`src/hw/rtl/sbst_fifo.sv`:
```
// small first-in first-out queue between the front and the back
`default_nettype none

module sbst_fifo #(
    parameter int W     = 8,
    parameter int DEPTH = 4
) (
    input  logic         aclk,
    input  logic         aresetn,
    input  logic         wr_valid,
    output logic         wr_ready,
    input  logic [W-1:0] wr_data,
    output logic         rd_valid,
    input  logic         rd_ready,
    output logic [W-1:0] rd_data
);
    localparam int PW = (DEPTH > 1) ? $clog2(DEPTH) : 1;
    localparam int CW = $clog2(DEPTH + 1);

    logic [W-1:0]  mem_reg [DEPTH];
    logic [PW-1:0] wr_ptr_reg, wr_ptr_next;
    logic [PW-1:0] rd_ptr_reg, rd_ptr_next;
    logic [CW-1:0] count_reg, count_next;
    logic          do_wr, do_rd;

    assign wr_ready = (count_reg != CW'(DEPTH));
    assign rd_valid = (count_reg != '0);
    assign rd_data  = mem_reg[rd_ptr_reg];
    assign do_wr    = wr_valid && wr_ready;
    assign do_rd    = rd_valid && rd_ready;

    always_comb begin
        wr_ptr_next = wr_ptr_reg;
        rd_ptr_next = rd_ptr_reg;
        count_next  = count_reg;
        if (do_wr) begin
            wr_ptr_next = (wr_ptr_reg == PW'(DEPTH - 1)) ? '0 : wr_ptr_reg + 1'b1;
        end
        if (do_rd) begin
            rd_ptr_next = (rd_ptr_reg == PW'(DEPTH - 1)) ? '0 : rd_ptr_reg + 1'b1;
        end
        if (do_wr && !do_rd) begin
            count_next = count_reg + 1'b1;
        end else if (do_rd && !do_wr) begin
            count_next = count_reg - 1'b1;
        end
    end

    always_ff @(posedge aclk) begin
        if (!aresetn) begin
            wr_ptr_reg <= '0;
            rd_ptr_reg <= '0;
            count_reg  <= '0;
        end else begin
            wr_ptr_reg <= wr_ptr_next;
            rd_ptr_reg <= rd_ptr_next;
            count_reg  <= count_next;
        end
    end

    always_ff @(posedge aclk) begin
        if (do_wr) begin
            mem_reg[wr_ptr_reg] <= wr_data;
        end
    end

endmodule

`default_nettype wire

```
`config.mk`:
```
export PLATFORM = sky130hd
export DESIGN_NAME = sbst_fifo
export DESIGN_NICKNAME = d
export VERILOG_FILES = /design/src/hw/rtl/sbst_fifo.sv
export SDC_FILE = /design/constraint.sdc
export NUM_CORES = 1
export LEC_CHECK = 0
export ABC_AREA = 0
export ABC_CLOCK_PERIOD_IN_PS = 2450
export BUFFER_PORTS_ARGS = -buffer_cell sky130_fd_sc_hd__buf_4
export CORE_MARGIN = 4
export CORE_UTILIZATION = 40
export CTS_CLUSTER_DIAMETER = 150
export DETAILED_ROUTE_END_ITERATION = 8
export PLACE_DENSITY_LB_ADDON = 0.25
export SYNTH_ARGS = -nofsm -noshare
export SYNTH_HDL_FRONTEND = slang
export SYNTH_SLANG_ARGS = --single-unit
```
`constraint.sdc`:
```
create_clock -name aclk -period 2.45 [get_ports aclk]
set_input_delay 0.3675 -clock aclk [delete_from_list [all_inputs] [get_ports aclk]]
set_output_delay 0.3675 -clock aclk [all_outputs]
set_load 0.1 [all_outputs]
```
==> flow_summary.yaml, run 1 <==
worst_setup_path:
  arrival_ps: 2460
  cp.required_ps: 2660
  slowest_stage: "dfxtp_1"
  worstSetupStartpointType: "register"
  critical_path_class: "reg2reg"
  critPathMaxStageDelay_ps: 430
  endpoint_kind: "register"
  crit_chain: "or3b_4 -> and2_4 -> ha_1 -> inv_1 -> fa_1 -> xor2_1 -> or3_2 -> a21boi_0"
  path_max_fanout: 7
  crit_family: "simple AND/OR/NAND/NOR gates"
  crit_buf_inv: 1
routing:
  drc: 0
  drt_iter0_drc: 86
  routed_wl_um: 2910
  viasPerCell: 5.10
  ant_nets: 0
  post_drt_wl_per_cell_um: 17.4
  drt_pre_antenna_iters: 4
  vias: 852
synth:
  ys_types: 26
  netlist_area_um2: 1640
  async_flop_share_pct: 0
  synth_cells: 93
  synth_nets: 112
  avgSynthCellArea_um2: 17.6
  synth_area_leaders: "edfxtp_1 59%, dfxtp_1 11%, mux4_2 11%, ha_1 4.6%, and3_2 1.8%"
  ys_seq_area_share_pct: 69.8
  yosys-top-cells-count: "32 x edfxtp_1, 9 x dfxtp_1, 8 x mux4_2"
  synth_area_leader_cell: "edfxtp_1"
  ys_ff_latch: 41
  synth_ff_type: "edfxtp_1"
  synth.most_common_cell: "edfxtp_1"
  synth_edf_count: 32
  ys_warn_count: 0
  synth_top_area_share_pct: 58.8
pwr:
  power_mw: 2.69
  cellPowerDensity_nw_per_um2: 1360
  ir_drop_mv: 1.11
  p_leak_nw: 0.728
final_layout:
  fin_area_um2: 1980
  fin_nets: 137
  multi_input_comb_area_um2: 468
  largest_register_ffs: 32
  fin_util_pct: 52.1
  drive_above_1_share_pct: 38.7
  nFillCells: 306
  layout.cells.non_filler: 167
  seqCellArea_um2: 1140
  synthToLayoutAreaGrowth_pct: 21.0
  diodes: 0
min_path:
  min_path_type: "in2reg"
clocking:
  clk_latency_ps: 290
  htreeDepth: 2
  cts_setup_buffers: 0
  cts_max_path_buffers: 2
  cts_resized: 0
  cts_tree: "done"
  ctsRootBufferMaster: "clkbuf_8"
  clk_pin_slew_worst_paths_ps: 80
  hold_buffers: 0
  numClockSinks: 41
  numCtsBuffers: 5
sta:
  grt_setup_unrepaired: "no"
  fin_ws_ps: 205
  finClkSkew_ps: 7.00
  tightestPinTransition_ps: 566
  fin_hold_ws_ps: 274
  drv_slew: 0
  hold_viol_final: 0
  finalSetupTns_ps: 0
  layout_min_cycle_time_ps: 2250
  finalSetupViolCount: 0
  fin_crit_sh_pct: 91.6
  maxSlewHeadroom_pct: 62.2
  fmax_ghz: 0.445
floorplanning:
  dieWidth_um: 71.9
  die_h_um: 71.9
  die_area_um2: 5180
  io_pins: 22
  rows: 22
  coreArea_um2: 3800
  start_util_pct: 43.1
grt:
  track_usage_pct: 12.2
  grt_pass1_wl_um: 4600
  grt_pass1_vias: 868
  grt_max_degree: 14
  antenna_found_initial: 0
  grt-ovfl-total: 0
flow_run:
  cap_viol_max_count: 0
placed_design:
  gp_congestion: 0.733
  pre_cts_slack_ps: 143
  hpwl_um: 1980
  dp.cells: 159
  dpl-instance-area_um2: 1840
  io_buffers: 21
outcome:
  status: "finished, final reports clean"
## metal layers
metal  track usage, %  vias to the layer above  share of wire, %
met5                0                        -                 0
met4             5.01                        0               1.5
met2             20.3                       19                50
met3             4.57                        5               5.4
met1             14.3                      426                43
li1                 -                      402                 -
## cells by family after synthesis
logic type	share of synthesized area (%)
DFF	69.8
buffers and inverters	1.76
muxes	12.2
adders and majority gates	5.81
xor gates and xnor gates	1.07
and+or+nand+nor	7.19
AOI/OAI and AO/OA	2.14
## power by group
group	switching, mW	leakage, nW	internal [mW]
sequential	0.0953	0.367	0.857
clock	0.232	0.0681	0.405
combinational	0.768	0.293	0.329
total	1.10	0.728	1.59
## final timing paths
path	end	startpoint	cells past startpoint	slack, ps
setup / recovery	count_reg[2]	count_reg[0]	8	200
hold reg to reg	wr_ptr_reg[1]	wr_ptr_reg[1]	2	500
setup reg to reg	count_reg[2]	count_reg[0]	8	200
hold / removal	mem_reg[0][2]	wr_data[2]	1	270
## cells in the final DEF (no fill, tap or decap)
cell,instances
a21boi_0,1
and2_1,1
and2_4,1
and3_2,4
buf_4,22
bufinv_16,2
clkbuf_8,5
clkinv_2,1
dfxtp_1,9
edfxtp_1,32
fa_1,1
ha_1,6
inv_1,3
mux2i_1,2
mux4_2,8
nand2_1,5
nand3_1,2
nand4_1,1
nor2_1,2
nor2b_1,1
o21ai_0,4
o31ai_1,1
or3_2,2
or3b_4,1
xnor2_1,1
xor2_1,1
## area by class of cell
type / count / area share [%]
flip-flops and latches: 41 / 57.6
inverters: 3 / 0.569
multi-input cells: 45 / 23.6
repair buffers: 22 / 8.34
clock inverters: 3 / 3.29
well taps: 48 / 3.03
clock buffers: 5 / 3.48
(Power assumes the default switching activity.)
==> run 2: changes to the inputs <==
--- a/config.mk
+++ b/config.mk
@@ -12,6 +12,7 @@
 export CORE_UTILIZATION = 40
 export CTS_CLUSTER_DIAMETER = 150
 export DETAILED_ROUTE_END_ITERATION = 8
+export GPL_TIMING_DRIVEN = 0
 export PLACE_DENSITY_LB_ADDON = 0.25
 export SYNTH_ARGS = -nofsm -noshare
 export SYNTH_HDL_FRONTEND = slang
==> flow_summary.yaml, run 2 (same netlist as run 1, synthesis figures left out) <==
outcome:
  status: "finished, final reports clean"
final_layout:
  final_common_cell: "edfxtp_1"
  largest_register_ffs: 32
  diodes: 0
  synthToLayoutAreaGrowth_pct: 19.0
  layout_common_cells: "32 x edfxtp_1, 21 x buf_4, 8 x mux4_2, 7 x dfxtp_1, 6 x ha_1"
  nFillCells: 321
  fin_nets: 140
  fin_util_pct: 51.2
  drive_above_1_share_pct: 39.3
  fin_area_um2: 1950
sta:
  fin_hold_ws_ps: 276
  layout_min_cycle_time_ps: 2280
  tightestPinTransition_ps: 541
  finalSetupViolCount: 0
  grt_setup_unrepaired: "no"
  finalSetupTns_ps: 0
  finClkSkew_ps: 6.23
  fmax_ghz: 0.439
  drv_slew: 0
  maxSlewHeadroom_pct: 63.9
  fin_crit_sh_pct: 93.1
  hold_viol_final: 0
clocking:
  cts_setup_buffers: 0
  cts_tree: "done"
  htreeDepth: 2
  cts_max_path_buffers: 2
  cts_resized: 1
  numCtsBuffers: 5
  clk_pin_slew_worst_paths_ps: 70
  hold_buffers: 0
  clk_latency_ps: 290
  numClockSinks: 41
  ctsRootBufferMaster: "clkbuf_8"
routing:
  drc: 0
  routed_wl_um: 2610
  vias: 848
  post_drt_wl_per_cell_um: 15.4
  viasPerCell: 4.99
  ant_nets: 0
  drt_iter0_drc: 58
  drt_pre_antenna_iters: 4
grt:
  grt_max_degree: 13
  track_usage_pct: 11.9
  grt-ovfl-total: 0
  grt_pass1_vias: 896
  grt_pass1_wl_um: 4330
  antenna_found_initial: 0
min_path:
  worstHoldStart: "wr_data[6]"
  min_path_type: "in2reg"
  hold_path_end: "mem_reg[1][6]"
  hold_depth: 1
pwr:
  ir_drop_mv: 1.06
  p_leak_nw: 0.710
  cellPowerDensity_nw_per_um2: 1260
worst_setup_path:
  r2r.worst_path.cells: 9
  arrival_ps: 2490
  rrSetupSlack_ps: 170
  worstSetupStartpointType: "register"
  worstReg2RegEnd: "count_reg[2]"
  cp.required_ps: 2660
  reg2reg_from: "count_reg[2]"
  endpoint_kind: "register"
  path_max_fanout: 7
  critical_path_class: "reg2reg"
flow_run:
  cap_viol_max_count: 0
placed_design:
  dpl-instance-area_um2: 1860
  gp_congestion: 0.742
  io_buffers: 21
  hpwl_um: 1880
floorplanning:
  dieWidth_um: 71.9
  die_h_um: 71.9
  rows: 22
  die_area_um2: 5180
  coreArea_um2: 3800
  start_util_pct: 43.1
  io_pins: 22
==> run 2: how the worst max path moves through the flow <==
stage                       from           end  slack (ps)  cells after the start
floorplan           count_reg[0]  count_reg[2]          40                      9
global placement    count_reg[0]  count_reg[2]         130                      7
detailed placement  count_reg[0]  count_reg[2]          10                      7
CTS                 count_reg[0]  count_reg[2]          90                      9
global route        count_reg[2]  count_reg[2]          40                      9
finish              count_reg[2]  count_reg[2]         170                      9
==> run 2: report_power, final <==
group          switching, mW  internal (mW)  leakage (nW)
clock                  0.210          0.197        0.0450
combinational          0.792          0.325         0.298
sequential            0.0607          0.861         0.368
==> run 2: final cells by class <==
class / count / area, um^2 / area share (%)
buffer: 4 / 20.0 / 1.03
clock buffer: 6 / 72.6 / 3.73
clock inverter: 2 / 10.0 / 0.514
inverter: 3 / 11.3 / 0.579
multi-input combinational: 45 / 470 / 24.2
sequential: 41 / 1140 / 58.8
tap: 48 / 60.1 / 3.09
timing repair buffer: 21 / 158 / 8.10
==> run 2: per-stage QoR <==
step	worst slack, ps	std cells	power [mW]
floorplan	39.5	93	1.84
global placement	133	162	2.03
detailed placement	11.7	162	2.06
CTS	89.5	170	2.48
global route	40.0	170	2.59
finish	170	170	2.45
==> run 2: worst max-delay path: stages (launching register included) <==
cell and delay (ps):
dfxtp_1 390, or3b_1 360, clkbuf_4 170, and2_4 180, ha_1 220, inv_1 70, fa_1 170, xor2_1 70
or3_2 400, a21boi_0 180
==> run 2: metal layers <==
metal	wire [um]	part of all wire, %	vias up	GRT usage [%]
met5	0	0	-	0
met4	63	2.4	0	6.89
met3	166	6.4	7	4.71
met2	1370	52	23	19.9
met1	1010	39	411	12.7
li1	-	-	407	-
