$ cat config.mk
export PLATFORM = sky130hd
export DESIGN_NAME = sbst_front
export DESIGN_NICKNAME = d
export VERILOG_FILES = /design/src/hw/rtl/sbst_pkg.sv /design/src/hw/rtl/sbst_front.sv
export SDC_FILE = /design/constraint.sdc
export NUM_CORES = 2
export LEC_CHECK = 0
export ABC_AREA = 0
export BUFFER_PORTS_ARGS = -buffer_cell sky130_fd_sc_hd__buf_4
export CORE_AREA = 2 2 373 375
export DETAILED_ROUTE_END_ITERATION = 8
export DIE_AREA = 0 0 375 377
export GPL_TIMING_DRIVEN = 0
export SETUP_SLACK_MARGIN = 0.3
export SKIP_CTS_REPAIR_TIMING = 1
export SLEW_MARGIN = 20
export SYNTH_ARGS = -nofsm -noshare
export SYNTH_HDL_FRONTEND = slang
export SYNTH_SLANG_ARGS = --single-unit
$ cat constraint.sdc
create_clock -name aclk -period 57.6 [get_ports aclk]
set_input_delay 5.76 -clock aclk [delete_from_list [all_inputs] [get_ports aclk]]
set_output_delay 5.76 -clock aclk [all_outputs]
set_load 0.01 [all_outputs]
$ cat src/hw/rtl/sbst_pkg.sv
// shared types and constants for the swept box slab test
`default_nettype none

package sbst_pkg;

    localparam int REG_IDX_W = 3;

    localparam logic [REG_IDX_W-1:0] REG_BOX_MIN_X = 3'd0;
    localparam logic [REG_IDX_W-1:0] REG_BOX_MIN_Y = 3'd1;
    localparam logic [REG_IDX_W-1:0] REG_BOX_MIN_Z = 3'd2;
    localparam logic [REG_IDX_W-1:0] REG_BOX_MAX_X = 3'd3;
    localparam logic [REG_IDX_W-1:0] REG_BOX_MAX_Y = 3'd4;
    localparam logic [REG_IDX_W-1:0] REG_BOX_MAX_Z = 3'd5;

    localparam logic [1:0] AXIS_X = 2'd0;
    localparam logic [1:0] AXIS_Y = 2'd1;
    localparam logic [1:0] AXIS_Z = 2'd2;
    localparam logic [1:0] AXIS_CODE [3] = '{AXIS_X, AXIS_Y, AXIS_Z};

    typedef struct packed {
        logic       pen;
        logic       par_miss;
        logic [1:0] pen_axis;
        logic       pen_neg;
    } class_t;

    localparam int CLASS_W = $bits(class_t);

endpackage

`default_nettype wire

$ cat src/hw/rtl/sbst_front.sv
// front end: input capture, box growth and start classification
`default_nettype none

module sbst_front #(
    parameter int C = 32,
    localparam int REC_W = 6 * C + (C - 1) + sbst_pkg::CLASS_W + 6 * (C + 2)
) (
    input  logic                aclk,
    input  logic                aresetn,
    input  logic                s_tvalid,
    output logic                s_tready,
    input  logic [10*C-5:0]     in_data,
    input  logic signed [C-1:0] box_min [3],
    input  logic signed [C-1:0] box_max [3],
    output logic                rec_valid,
    input  logic                rec_ready,
    output logic [REC_W-1:0]    rec_data
);
    import sbst_pkg::*;

    logic                f1_vld_reg, f2_vld_reg, fen;
    logic [10*C-5:0]     f1_data_reg;
    logic signed [C-1:0] s1 [3];
    logic [C-2:0]        h1 [3];
    logic signed [C-1:0] d1 [3];
    logic signed [C:0]   lo1 [3], hi1 [3];
    logic signed [C-1:0] s2_reg [3], d2_reg [3];
    logic signed [C:0]   lo2_reg [3], hi2_reg [3];
    logic [C-2:0]        maxd2_reg;
    logic signed [C+1:0] nlo [3], nhi [3];
    class_t              cls;

    assign fen       = !f2_vld_reg || rec_ready;
    assign s_tready  = fen;
    assign rec_valid = f2_vld_reg;

    always_comb begin
        for (int a = 0; a < 3; a++) begin
            s1[a]  = f1_data_reg[a*C +: C];
            h1[a]  = f1_data_reg[3*C + a*(C-1) +: C-1];
            d1[a]  = f1_data_reg[6*C-3 + a*C +: C];
            lo1[a] = {box_min[a][C-1], box_min[a]} - {2'b00, h1[a]};
            hi1[a] = {box_max[a][C-1], box_max[a]} + {2'b00, h1[a]};
        end
    end

    always_ff @(posedge aclk) begin
        if (!aresetn) begin
            f1_vld_reg <= 1'b0;
            f2_vld_reg <= 1'b0;
        end else if (fen) begin
            f1_vld_reg <= s_tvalid;
            f2_vld_reg <= f1_vld_reg;
        end
    end

    always_ff @(posedge aclk) begin
        if (fen) begin
            f1_data_reg <= in_data;
            maxd2_reg   <= f1_data_reg[9*C-3 +: C-1];
            for (int a = 0; a < 3; a++) begin
                s2_reg[a]  <= s1[a];
                d2_reg[a]  <= d1[a];
                lo2_reg[a] <= lo1[a];
                hi2_reg[a] <= hi1[a];
            end
        end
    end

    always_comb begin
        logic signed [C+1:0] se, loe, hie, tmin, tmax, cand, best;
        logic                up, in_slab;
        cls.pen      = 1'b1;
        cls.par_miss = 1'b0;
        cls.pen_axis = AXIS_X;
        cls.pen_neg  = 1'b0;
        best         = '0;
        for (int a = 0; a < 3; a++) begin
            se     = {{2{s2_reg[a][C-1]}}, s2_reg[a]};
            loe    = {lo2_reg[a][C], lo2_reg[a]};
            hie    = {hi2_reg[a][C], hi2_reg[a]};
            nlo[a] = loe - se;
            nhi[a] = hie - se;
            in_slab = !(se < loe) && !(se > hie);
            if (!in_slab) begin
                cls.pen = 1'b0;
                if (d2_reg[a] == '0) begin
                    cls.par_miss = 1'b1;
                end
            end
            tmin = se - loe;
            tmax = nhi[a];
            up   = tmax < tmin;
            cand = up ? tmax : tmin;
            if (a == 0 || cand < best) begin
                best         = cand;
                cls.pen_axis = AXIS_CODE[a];
                cls.pen_neg  = !up;
            end
        end
    end

    assign rec_data = {nhi[2], nhi[1], nhi[0], nlo[2], nlo[1], nlo[0], cls, maxd2_reg,
                       d2_reg[2], d2_reg[1], d2_reg[0], s2_reg[2], s2_reg[1], s2_reg[0]};

endmodule

`default_nettype wire

==> results by group <==
Timing
  • Worst slew margin: 26.74%
  • WHS: 0.3967 ns
  • Final setup viols: 0
  • Clk_skew: 0.05824 ns
  • Achievable Freq: 45.75 MHz
  • RSZ-0062 raised after global routing: no
  • Slew of the pin with the lowest slew margin: 1.071 ns
  • Final hold viol count: 0
  • Total negative setup slack: 0 ns
  • Clock period minus worst slack: 21.86 ns
  • Final clock period utilization by the worst path: 37.95%
  • Count of pins over their slew limit: 0

Power
  • Total net switching power: 1.656 mW
  • Gate power share: 64.4%
  • Proportion of power drawn by flip-flops and latches: 20.2%
  • Fraction of power spent switching nets: 47.33%
  • Largest voltage drop on the vdd net: 0.00004847 V
  • Proportion of power drawn by the clock network: 15.4%
  • Static power due to leakage: 28.95 nW
  • Design internal power: 1.843 mW
  • Power Density: 55.28 nW/µm²
  • Final total power: 3.499 mW

Synth
  • Leading post-synthesis cells by cell area: sky130_fd_sc_hd__edfxtp_1, sky130_fd_sc_hd__ha_1, sky130_fd_sc_hd__xnor2_1
  • Most used DFF post-synth: sky130_fd_sc_hd__edfxtp_1
  • EDFF count, synth: 737
  • Ys Warns: 0
  • Gate Count Post-Synth: 4945
  • Fraction of synthesis flops using an asynchronous set or reset pin: 0%
  • Post-synth net total: 6119
  • Cell accounting for the most synthesized area: sky130_fd_sc_hd__edfxtp_1
  • Mean cell area of the mapped netlist: 10.27 µm²
  • Netlist Area Pre-Place: 50790 µm²
  • Synthesized flop and latch total: 739
  • Register area share after synthesis: 43.65%
  • Count of distinct cell types in the synthesized netlist: 83
  • Yosys top cell area share: 43.57%

Clock network
  • Clock-pin slew on the worst setup and hold paths: 0.06 ns
  • Latest clock arrival within the worst-skew pair: 0.73 ns
  • TritonCTS clock tree: yes
  • Max H-tree Level: 3
  • Clock sink count: 739
  • Number of buffers created by CTS: 85
  • Cell at the root of the clock tree: sky130_fd_sc_hd__clkbuf_16
  • Number of buffers on the longest clock path: 3

Min path
  • Worst Min Path Start: f1_data_reg[67]
  • Worst Hold Endpoint: s2_reg[0][67]
  • Min-delay worst type: reg2reg
  • Cell depth of the worst min-delay path: 0

Critical path
  • Slowest stage cell, crit path: sky130_fd_sc_hd__a2111oi_0
  • FF-to-FF setup slack: 52.13 ns
  • Arrival time at the worst endpoint: 16.10 ns
  • Largest stage delay, worst path: 0.87 ns
  • Top cell by count, worst path: sky130_fd_sc_hd__a21oi_1
  • Worst endpoint required time: 51.84 ns
  • Worst-path fanout max: 10
  • Path type of the worst setup path: reg2out
  • R2r worst-path depth: 17
  • Worst r2r dst: hi2_reg[0][64]
  • Critical register-to-register path startpoint: f1_data_reg[128]
  • Endpoint kind of the worst setup timing path: output pin
  • Worst Setup Start Kind: flip-flop
  • Launching instance or port of the critical path: s2_reg[0][33]

Routing
  • Routed len/inst: 22.53 µm
  • Wirelength, routed: 177.1 mm
  • Antenna Nets Post-Route: 0
  • Drc violations: 0
  • Number of DRC violations after detailed-routing iteration 0: 2255
  • Number of vias per cell: 5.154
  • First-pass DRT Iterations: 6
  • Vias after detailed routing: 40507

Layout
  • Number of flip-flops in the largest register: 316
  • Post-route design area: 63290 µm²
  • Filler cell count: 12888
  • Area Overhead vs Synth: 24.60%
  • Final Net Count: 7166
  • Ratio of cells with drive above 1 in the final layout: 19.24%
  • Final design utilization: 46.20%

Place
  • Weighted congestion reported at the end of routability-driven placement: 0.9285
  • Number of buffers inserted by port buffering: 945
  • Final HPWL from detailed placement: 149.9 mm
  • Instance area at placement: 60510 µm²

Global route
  • Global-route wire length before repair: 253.4 mm
  • Pin count of the biggest net entering global routing: 60
  • Via count of the first global-routing pass: 40086
  • Antenna violations before repair: 23
  • Total gr overflow: 0
  • GRT Resource Usage Total: 24.17%

Floorplan
  • Number of primary I/O pins: 946
  • Standard-cell rows: 136
  • Die W: 375 µm
  • Die height: 377 µm
  • Core Box Area: 137000 µm²
  • Die area: 141400 µm²
  • Starting utilization of the core area: 37.08%

Outcome
  • Status: finished clean

Job
  • Number of violations of the max-capacitance limit: 0
## kinds of logic after synthesis
logic type	Yosys count	synth area share, %
AND/OR/NAND/NOR	1184	11.11
flip-flops	739	43.65
AO/OA/AOI/OAI	1294	16.21
adder cells (fa/ha/maj)	664	16.57
multiplexers	60	1.281
buffers and inverters	625	4.644
XOR/XNOR	379	6.535
## worst max-delay path: cells and delay by family, from the launching register on
family                   cells  cell delay [ns]
buffers and inverters        5             1.86
adder cells (fa/ha/maj)      4             1.50
XOR/XNOR                     1             0.16
flip-flops                   1             0.52
multiplexers                 2             0.84
AO/OA/AOI/OAI               35             9.25
AND/OR/NAND/NOR             14             1.27
## worst max path at each step
stage	to	depth (start not counted)
global placement	s_tready	3
global route	rec_data[223]	61
floorplan	s_tready	1
finish	rec_data[223]	61
CTS	rec_data[223]	61
detailed placement	rec_data[223]	61
## layout make-up
| cell class | instances | area [µm²] | share of cell area (%) |
|---|---|---|---|
| inverter | 537 | 2016 | 3.185 |
| antenna | 10 | 25.02 | 0.03954 |
| sequential | 739 | 22170 | 35.03 |
| buffer | 88 | 342.8 | 0.5417 |
| timing repair buffer | 960 | 7457 | 11.78 |
| clock inverter | 48 | 550.5 | 0.8699 |
| multi-input combinational | 3581 | 26290 | 41.53 |
| tap | 1794 | 2245 | 3.547 |
| clock buffer | 103 | 2195 | 3.468 |
## per-layer routing
layer / vias up / global-route usage [%] / part of all wire, % / wire (µm)
met2: 1173 / 41.96 / 49 / 86160
met3: 257 / 5.862 / 6.8 / 12070
met4: 18 / 8.825 / 3.8 / 6736
li1: 19985 / - / - / -
met5: - / 0 / 0.062 / 109
met1: 19074 / 28.94 / 41 / 72030
## placed cells by master (no fill, tap or decap), types with 85 or more instances in the layout
cell                        instances
sky130_fd_sc_hd__clkbuf_1          96
sky130_fd_sc_hd__ha_1             647
sky130_fd_sc_hd__nor3_1            85
sky130_fd_sc_hd__nor2_1           381
sky130_fd_sc_hd__a21oi_1          398
sky130_fd_sc_hd__nand2_1          268
sky130_fd_sc_hd__buf_4            947
sky130_fd_sc_hd__a21o_1           179
sky130_fd_sc_hd__xnor2_1          285
sky130_fd_sc_hd__o21ai_0          263
sky130_fd_sc_hd__inv_1            534
sky130_fd_sc_hd__edfxtp_1         737
sky130_fd_sc_hd__xor2_1            94
sky130_fd_sc_hd__clkbuf_16         85
sky130_fd_sc_hd__nor2b_1           88
## cells in the mapped netlist (45+ instances only)
cell / count
sky130_fd_sc_hd__nor2b_1: 88
sky130_fd_sc_hd__xor2_1: 94
sky130_fd_sc_hd__nor2_1: 381
sky130_fd_sc_hd__o21bai_1: 58
sky130_fd_sc_hd__edfxtp_1: 737
sky130_fd_sc_hd__a21o_1: 179
sky130_fd_sc_hd__xnor2_1: 285
sky130_fd_sc_hd__o21ai_0: 263
sky130_fd_sc_hd__and3_1: 45
sky130_fd_sc_hd__nand3_1: 73
sky130_fd_sc_hd__a21oi_1: 399
sky130_fd_sc_hd__ha_1: 647
sky130_fd_sc_hd__a21boi_0: 53
sky130_fd_sc_hd__nand4_1: 54
sky130_fd_sc_hd__clkbuf_1: 78
sky130_fd_sc_hd__o21a_1: 51
sky130_fd_sc_hd__inv_1: 534
sky130_fd_sc_hd__nor3_1: 85
sky130_fd_sc_hd__nand2b_1: 66
sky130_fd_sc_hd__nand2_1: 268
## stage by stage
step,cells,setup slack [ns]
4_1_cts,7850,35.50
6_report,7860,35.74
3_5_place_dp,7699,36.26
2_1_floorplan,4945,28.43
3_3_place_gp,7684,19.15
5_1_grt,7859,34.37
## power groups by stage
stage | clock network [mW] | logic [mW] | registers, mW
final | 0.537 | 2.25 | 0.707
after global routing | 0.569 | 2.51 | 0.713
after CTS | 0.551 | 2.28 | 0.707
after detailed placement | 0 | 2.27 | 0.717
after global placement | 0 | 2.23 | 0.739
after floorplan | 0 | 1.38 | 0.721
Power figures use the tool's default switching activity.
